$ cat config.mk
export PLATFORM = sky130hd
export DESIGN_NAME = sorted_key_value_table
export DESIGN_NICKNAME = d
export VERILOG_FILES = /design/src/hdl/skvt_pkg.sv /design/src/hdl/skvt_ctrl.sv /design/src/hdl/skvt_dp.sv /design/src/hdl/sorted_key_value_table.sv
export SDC_FILE = /design/constraint.sdc
export NUM_CORES = 2
export LEC_CHECK = 0
export BUFFER_PORTS_ARGS = -buffer_cell sky130_fd_sc_hd__buf_2
export CAP_MARGIN = 20
export CELL_PAD_IN_SITES_DETAIL_PLACEMENT = 1
export CELL_PAD_IN_SITES_GLOBAL_PLACEMENT = 1
export CORE_MARGIN = 2
export CORE_UTILIZATION = 54
export DETAILED_ROUTE_END_ITERATION = 8
export PLACE_DENSITY = 0.81
export REMOVE_ABC_BUFFERS = 1
export SLEW_MARGIN = 20
export SYNTH_ARGS = -nofsm -noshare
export SYNTH_HDL_FRONTEND = slang
export SYNTH_HIERARCHICAL = 1
export SYNTH_SLANG_ARGS = --single-unit
$ cat constraint.sdc
create_clock -name clock -period 11.7 [get_ports clock]
set_input_delay 1.17 -clock clock [delete_from_list [all_inputs] [get_ports clock]]
set_output_delay 1.17 -clock clock [all_outputs]
set_load 0.01 [all_outputs]
$ cat src/hdl/skvt_pkg.sv
// shared types and constants for the sorted key/value table
// no dependencies; used by skvt_ctrl, skvt_dp and sorted_key_value_table

package skvt_pkg;

   localparam int KEY_W     = 32;
   localparam int PAYLOAD_W = 64;

   localparam logic OP_INSERT  = 1'b0;
   localparam logic OP_READOUT = 1'b1;

   typedef enum logic [1:0] {
      STATUS_SUCCESS   = 2'd0,
      STATUS_FULL      = 2'd1,
      STATUS_DUPLICATE = 2'd2
   } status_type;

   typedef struct packed {
      logic                 operation;
      logic [KEY_W-1:0]     key;
      logic [PAYLOAD_W-1:0] payload;
   } req_type;

   typedef struct packed {
      status_type           status;
      logic                 row_valid;
      logic [KEY_W-1:0]     row_key;
      logic [PAYLOAD_W-1:0] row_payload;
      logic                 last;
   } rsp_type;

   typedef enum logic [1:0] {
      ST_IDLE,
      ST_EXEC,
      ST_READ
   } state_type;

   // controller to datapath
   typedef struct packed {
      logic load_req;
      logic insert;
      logic start_read;
      logic rotate;
      logic emit_empty;
   } dp_cmd_type;

   // datapath to controller
   typedef struct packed {
      logic op_read;
      logic count_zero;
      logic row_last;
      logic slot_free;
   } dp_status_type;

endpackage

$ cat src/hdl/skvt_ctrl.sv
// sequencer for the sorted key/value table: accept, execute, readout
// depends on skvt_pkg

module skvt_ctrl (
   input  logic                   clock,
   input  logic                   reset,
   input  logic                   req_valid,
   output logic                   req_ready,
   input  skvt_pkg::dp_status_type status,
   output skvt_pkg::dp_cmd_type   cmd
);

   skvt_pkg::state_type state_ff, state_in;

   always_ff @(posedge clock) begin
      if (reset) begin
         state_ff <= skvt_pkg::ST_IDLE;
      end else begin
         state_ff <= state_in;
      end
   end

   always_comb begin
      state_in = state_ff;
      case (state_ff)
         skvt_pkg::ST_IDLE: begin
            if (req_valid) begin
               state_in = skvt_pkg::ST_EXEC;
            end
         end
         skvt_pkg::ST_EXEC: begin
            if (status.slot_free) begin
               if (!status.op_read || status.count_zero) begin
                  state_in = skvt_pkg::ST_IDLE;
               end else begin
                  state_in = skvt_pkg::ST_READ;
               end
            end
         end
         skvt_pkg::ST_READ: begin
            if (status.slot_free && status.row_last) begin
               state_in = skvt_pkg::ST_IDLE;
            end
         end
         default: state_in = skvt_pkg::ST_IDLE;
      endcase
   end

   always_comb begin
      req_ready = 1'b0;
      cmd       = '0;
      case (state_ff)
         skvt_pkg::ST_IDLE: begin
            req_ready    = 1'b1;
            cmd.load_req = req_valid;
         end
         skvt_pkg::ST_EXEC: begin
            if (status.slot_free) begin
               cmd.insert     = !status.op_read;
               cmd.emit_empty = status.op_read && status.count_zero;
               cmd.start_read = status.op_read && !status.count_zero;
            end
         end
         skvt_pkg::ST_READ: begin
            cmd.rotate = status.slot_free;
         end
         default: begin
            req_ready = 1'b0;
         end
      endcase
   end

endmodule

$ cat src/hdl/skvt_dp.sv
// datapath: request register, sorted entry cells, entry count and response register
// depends on skvt_pkg; driven by skvt_ctrl commands

module skvt_dp #(
   parameter int CAPACITY = 16
) (
   input  logic                    clock,
   input  logic                    reset,
   input  skvt_pkg::req_type       req_item,
   input  skvt_pkg::dp_cmd_type    cmd,
   output skvt_pkg::dp_status_type status,
   output logic                    rsp_valid,
   input  logic                    rsp_ready,
   output skvt_pkg::rsp_type       rsp_item
);

   localparam int CNT_W = $clog2(CAPACITY + 1);

   skvt_pkg::req_type req_ff;

   logic [skvt_pkg::KEY_W-1:0]     keys_ff     [CAPACITY];
   logic [skvt_pkg::KEY_W-1:0]     keys_in     [CAPACITY];
   logic [skvt_pkg::PAYLOAD_W-1:0] payloads_ff [CAPACITY];
   logic [skvt_pkg::PAYLOAD_W-1:0] payloads_in [CAPACITY];

   logic [CNT_W-1:0] count_ff, count_in;
   logic [CNT_W-1:0] remaining_ff, remaining_in;

   logic              rsp_valid_ff, rsp_valid_in;
   skvt_pkg::rsp_type rsp_ff, rsp_in;

   logic [CAPACITY-1:0] big;
   logic [CAPACITY-1:0] hit;
   logic                dup;
   logic                full;
   logic                wr_ok;
   logic                slot_free;

   always_ff @(posedge clock) begin
      if (cmd.load_req) begin
         req_ff <= req_item;
      end
   end

   // parallel compare against every stored key
   for (genvar i = 0; i < CAPACITY; i++) begin : g_cmp
      assign big[i] = (CNT_W'(i) < count_ff) && (keys_ff[i] > req_ff.key);
      assign hit[i] = (CNT_W'(i) < count_ff) && (keys_ff[i] == req_ff.key);
   end

   assign dup   = |hit;
   assign full  = (count_ff == CNT_W'(CAPACITY));
   assign wr_ok = cmd.insert && !dup && !full;

   // each cell: open a gap and shift up on insert, rotate down on readout
   for (genvar i = 0; i < CAPACITY; i++) begin : g_cell
      logic in_region;
      logic from_below;
      logic at_top;
      logic [skvt_pkg::KEY_W-1:0]     up_key;
      logic [skvt_pkg::PAYLOAD_W-1:0] up_payload;

      assign in_region = big[i] || (CNT_W'(i) == count_ff);
      assign at_top    = (CNT_W'(i + 1) == count_ff);

      if (i == 0) begin : g_bottom
         assign from_below = 1'b0;
      end else begin : g_upper
         assign from_below = big[i-1];
      end

      if (i == CAPACITY - 1) begin : g_last
         assign up_key     = keys_ff[0];
         assign up_payload = payloads_ff[0];
      end else begin : g_mid
         assign up_key     = keys_ff[i+1];
         assign up_payload = payloads_ff[i+1];
      end

      always_comb begin
         keys_in[i]     = keys_ff[i];
         payloads_in[i] = payloads_ff[i];
         if (wr_ok && in_region) begin
            if (from_below) begin
               keys_in[i]     = keys_ff[(i == 0) ? 0 : i - 1];
               payloads_in[i] = payloads_ff[(i == 0) ? 0 : i - 1];
            end else begin
               keys_in[i]     = req_ff.key;
               payloads_in[i] = req_ff.payload;
            end
         end else if (cmd.rotate && (CNT_W'(i) < count_ff)) begin
            if (at_top) begin
               keys_in[i]     = keys_ff[0];
               payloads_in[i] = payloads_ff[0];
            end else begin
               keys_in[i]     = up_key;
               payloads_in[i] = up_payload;
            end
         end
      end

      always_ff @(posedge clock) begin
         keys_ff[i]     <= keys_in[i];
         payloads_ff[i] <= payloads_in[i];
      end
   end

   always_comb begin
      count_in     = count_ff;
      remaining_in = remaining_ff;
      if (wr_ok) begin
         count_in = count_ff + CNT_W'(1);
      end
      if (cmd.start_read) begin
         remaining_in = count_ff;
      end else if (cmd.rotate) begin
         remaining_in = remaining_ff - CNT_W'(1);
      end
   end

   assign slot_free = !rsp_valid_ff || rsp_ready;

   always_comb begin
      rsp_valid_in = rsp_valid_ff && !rsp_ready;
      rsp_in       = rsp_ff;
      if (cmd.insert) begin
         rsp_valid_in       = 1'b1;
         rsp_in             = '0;
         rsp_in.last        = 1'b1;
         if (dup) begin
            rsp_in.status = skvt_pkg::STATUS_DUPLICATE;
         end else if (full) begin
            rsp_in.status = skvt_pkg::STATUS_FULL;
         end else begin
            rsp_in.status = skvt_pkg::STATUS_SUCCESS;
         end
      end else if (cmd.emit_empty) begin
         rsp_valid_in  = 1'b1;
         rsp_in        = '0;
         rsp_in.status = skvt_pkg::STATUS_SUCCESS;
         rsp_in.last   = 1'b1;
      end else if (cmd.rotate) begin
         rsp_valid_in       = 1'b1;
         rsp_in.status      = skvt_pkg::STATUS_SUCCESS;
         rsp_in.row_valid   = 1'b1;
         rsp_in.row_key     = keys_ff[0];
         rsp_in.row_payload = payloads_ff[0];
         rsp_in.last        = (remaining_ff == CNT_W'(1));
      end
   end

   always_ff @(posedge clock) begin
      if (reset) begin
         count_ff     <= '0;
         remaining_ff <= '0;
         rsp_valid_ff <= 1'b0;
      end else begin
         count_ff     <= count_in;
         remaining_ff <= remaining_in;
         rsp_valid_ff <= rsp_valid_in;
      end
   end

   always_ff @(posedge clock) begin
      rsp_ff <= rsp_in;
   end

   assign status.op_read    = (req_ff.operation == skvt_pkg::OP_READOUT);
   assign status.count_zero = (count_ff == '0);
   assign status.row_last   = (remaining_ff == CNT_W'(1));
   assign status.slot_free  = slot_free;

   assign rsp_valid = rsp_valid_ff;
   assign rsp_item  = rsp_ff;

`ifndef ASSERT_OFF
   a_count_bound: assert property (@(posedge clock) disable iff (reset)
      count_ff <= CNT_W'(CAPACITY))
      else $error("entry count above capacity");

   a_rotate_rows_left: assert property (@(posedge clock) disable iff (reset)
      cmd.rotate |-> (remaining_ff != '0))
      else $error("readout rotation with no rows left");

   a_one_emit: assert property (@(posedge clock) disable iff (reset)
      $onehot0({cmd.insert, cmd.emit_empty, cmd.rotate, cmd.start_read}))
      else $error("conflicting datapath commands");

   a_insert_grows: assert property (@(posedge clock) disable iff (reset)
      wr_ok |=> (count_ff == $past(count_ff) + CNT_W'(1)))
      else $error("successful insert did not grow the table");
`endif

endmodule

$ cat src/hdl/sorted_key_value_table.sv
// Sorted key/value table of CAPACITY entries (32-bit key, 64-bit payload) kept in ascending
// key order. An insert first registers the transaction, then compares every stored key at once
// and shifts the entries above the new key up a place; it answers duplicate, full or success
// in one response. A readout registers the transaction, then gives one response with no row
// when empty, or else the entry cells rotate one place per cycle while the response register
// is free, so one row per cycle leaves through the single response register, the last one
// marked. Backpressure on the response side stalls both operations. The next request
// is taken as soon as the final response of the current one is loaded into the response
// register. The entry cells need no clearing after reset.
// depends on skvt_pkg, skvt_ctrl and skvt_dp

module sorted_key_value_table #(
   parameter int CAPACITY = 16
) (
   input  logic              clock,
   input  logic              reset,
   input  logic              req_valid,
   output logic              req_ready,
   input  skvt_pkg::req_type req_item,
   output logic              rsp_valid,
   input  logic              rsp_ready,
   output skvt_pkg::rsp_type rsp_item
);

   skvt_pkg::dp_cmd_type    cmd;
   skvt_pkg::dp_status_type status;

   skvt_ctrl u_ctrl (
      .clock     (clock),
      .reset     (reset),
      .req_valid (req_valid),
      .req_ready (req_ready),
      .status    (status),
      .cmd       (cmd)
   );

   skvt_dp #(
      .CAPACITY (CAPACITY)
   ) u_dp (
      .clock     (clock),
      .reset     (reset),
      .req_item  (req_item),
      .cmd       (cmd),
      .status    (status),
      .rsp_valid (rsp_valid),
      .rsp_ready (rsp_ready),
      .rsp_item  (rsp_item)
   );

endmodule
==> metrics.yaml <==
synth_edf_count: 1635
numClockSinks: 1746
hold_viol: 0
cts_setup_buffers: 0
ant_nets: 0
rr_startpoint: "u_dp/req_ff[77]"
io_buffers: 202
place_inst: 10638
tritoncts: "yes"
initial_core_util: 0.543
grt_pass1_wl_mm: 598
rsz0062_at_grt: "false"
die_area_mm2: 0.207
synth_area_per_cell_um2: 13.2
place.gp.congestion: 0.998
critPathTopFamily: "compound AO/OA/AOI/OAI gates"
coreArea_mm2: 0.202
slew_viol_final: 0
synthArstFlopShare: 0
layout-drive-gt1-share: 0.112
fin_crit_sh: 0.700
cp_data_arrival_time_ns: 8.66
crit_required_ns: 12.17
finalSetupViolations: 0
synth_common_cells: "mux2i_1, edfxtp_1, ha_1"
ys_seq_area_frac: 0.467
grt_util_all_layers: 0.395
rrSetupSlack_ns: 3.51
numCtsBuffers: 195
slowest_stage: "edfxtp_1"
root_buffer: "clkbuf_16"
vias: 78650
post-route-util: 0.592
skew_ns: 0.0855
hold-path-endpoint: "u_dp/req_ff[60]"
min_period_ns: 8.19
start_kind: "flop"
instances_no_fill: 11017
path_class: "reg2reg"
whs_path_depth: 1
max-vdd-ir-drop_mv: 0.167
die_w_um: 455
clk_latency_ns: 0.91
cts_resized: 0
ys_warn_count: 6
grt_overflow: 0
syn_inst: 8322
max_clock_freq_mhz: 122
io_pins: 203
design_power_total_w: 0.0140
routed_via_density: 7.14
route.detailed.drc: 0
crit_top_cell: "buf_4"
die_h_um: 455
synth_top_cell_by_area: "edfxtp_1"
reg2reg_depth: 12
hp-class: "in2reg"
maxCapViolCount: 0
first_pass_iters: 5
worstHoldStart: "req_item[60]"
ys.flop_type: "edfxtp_1"
maxSlewHeadroom: 0.141
grt_pass1_vias: 82290
antenna_found_initial: 15
cts_hold_buf: 0
syn_area_mm2: 0.110
status: "finished clean"
grt_max_degree: 98
dp_hpwl_mm: 248
yosysTopAreaCellShare: 0.447
synth-seq-cells: 1746
synth_most_common_cell: "mux2i_1"
r2r_end: "u_dp/keys_ff[1][84]"
clk_pin_slew_worst_paths_ns: 0.06
worst_setup_path_end_kind: "flop"
cp_max_fo: 35
place_area_mm2: 0.113
cp_num_buf_inv: 4
routedWlPerCell_um: 38.1
nets: 8785
ys_types: 67
clockBufferDepth: 3
wl_mm: 419
p_per_area_mw_per_mm2: 117
fp-row-count: 165
yosys-top-cells-area: "edfxtp_1, mux2i_1, ha_1"
fin_area_mm2: 0.120
tightest_slew_ns: 1.29
p_leak_nw: 45.7
ctsHtreeMaxLevel: 4
drtIter0Drc: 8911
timing.critical_path.slowest_cell_delay_ns: 0.95
crit_chain: "inv_1 > ha_1 > nand4_1 > o21ai_0 > buf_4 > a21oi_1 > o21ai_0 > o211a_4 > o21ba_4 > a21o_4 > buf_4 > buf_4"
area_growth_pct: 8.88
[layout by cell type, fill, tap and decap left out, types with 12 or more instances in the layout]
cell	n
a211oi_1	27
a21o_1	226
a21oi_1	203
a221oi_1	15
a22o_1	192
buf_12	19
buf_2	202
buf_4	139
bufinv_16	15
clkbuf_1	69
clkbuf_16	195
clkbuf_8	15
clkinv_1	20
clkinv_2	32
dfxtp_1	111
edfxtp_1	1635
ha_1	517
inv_1	58
mux2_1	70
mux2_2	216
mux2i_1	3708
nand2_1	52
nand2b_1	12
nand3_1	14
nand4_1	132
nor2_1	126
nor2b_1	32
nor3_1	21
nor4_1	17
o211ai_1	19
o21ai_0	56
[routing by layer]
metal  routed length [µm]  up-vias  GRT usage
met5                  127        -          0
met4                22400       18      0.188
met3                38100     1147     0.0830
met2               189000     4366      0.616
met1               170000    41063      0.527
li1                     -    32056          -
[cell families (layout without fill, tap and decap cells)]
group                      after synthesis  after routing  share of synthesized area
adders and majority gates              517            517                     0.0589
xor gates and xnor gates                 8              8                   0.000638
AOI/OAI and AO/OA                      807            807                     0.0522
other                                    0              5                          0
buffers and inverters                  776            794                     0.0308
muxes                                 3994           3994                      0.367
DFF                                   1746           1746                      0.467
and+or+nand+nor                        474            474                     0.0227
[report_power, final]
| group | switching (W) | leakage (nW) | internal (W) | total, W |
|---|---|---|---|---|
| logic | 0.000444 | 27.0 | 0.000285 | 0.000729 |
| registers | 0.000162 | 15.7 | 0.00680 | 0.00696 |
| clock network | 0.00282 | 3.11 | 0.00354 | 0.00636 |
| total | 0.00342 | 45.7 | 0.0106 | 0.0140 |
[sequential cells by signal, summed over array words and instances (netlist names)]
register / flops
u_dp/rsp_item: 100
u_dp/payloads_ff: 1024
u_dp/keys_ff: 512
u_dp/rsp_valid: 1
u_ctrl/state_ff: 2
u_dp/count_ff: 5
u_dp/status: 1
u_dp/req_ff: 96
u_dp/remaining_ff: 5
[worst reg2reg max path, cell delays in order, from the launching register on]
cell and delay [ns]:
edfxtp_1 0.95, inv_1 0.69, ha_1 0.54, nand4_1 0.13, o21ai_0 0.84, buf_4 0.24
a21oi_1 0.06, o21ai_0 0.15, o211a_4 0.94, o21ba_4 0.93, a21o_4 0.73, buf_4 0.76
buf_4 0.76
[layout make-up]
type,count,area (µm²)
Clock buffer,279,5350
Multi-Input combinational cell,5800,55600
Antenna cell,5,12.5
Timing Repair Buffer,365,2560
Tap cell,2672,3340
Inverter,59,221
Clock inverter,91,1110
Fill cell,19195,82600
Sequential cell,1746,51300
[how the worst max path moves through the flow]
stage | from | to | cells after the start
after floorplan | u_dp/req_ff[89] | u_dp/keys_ff[0][64] | 9
after detailed placement | u_dp/req_ff[77] | u_dp/payloads_ff[1][162] | 12
final | u_dp/req_ff[77] | u_dp/keys_ff[1][84] | 12
after global placement | u_dp/req_ff[77] | u_dp/keys_ff[1][87] | 12
after global routing | u_dp/req_ff[77] | u_dp/keys_ff[1][84] | 12
after CTS | u_dp/req_ff[77] | u_dp/keys_ff[1][84] | 12
[metrics by stage]
step	setup WS, ns	hold slack, ns	TNS [ns]
2_1_floorplan	-6.47	0.458	-8692.66
3_3_place_gp	4.10	0.455	0
3_5_place_dp	3.98	0.460	0
4_1_cts	3.92	0.395	0
5_1_grt	3.64	0.411	0
6_report	3.51	0.437	0
(Power assumes the default switching activity.)
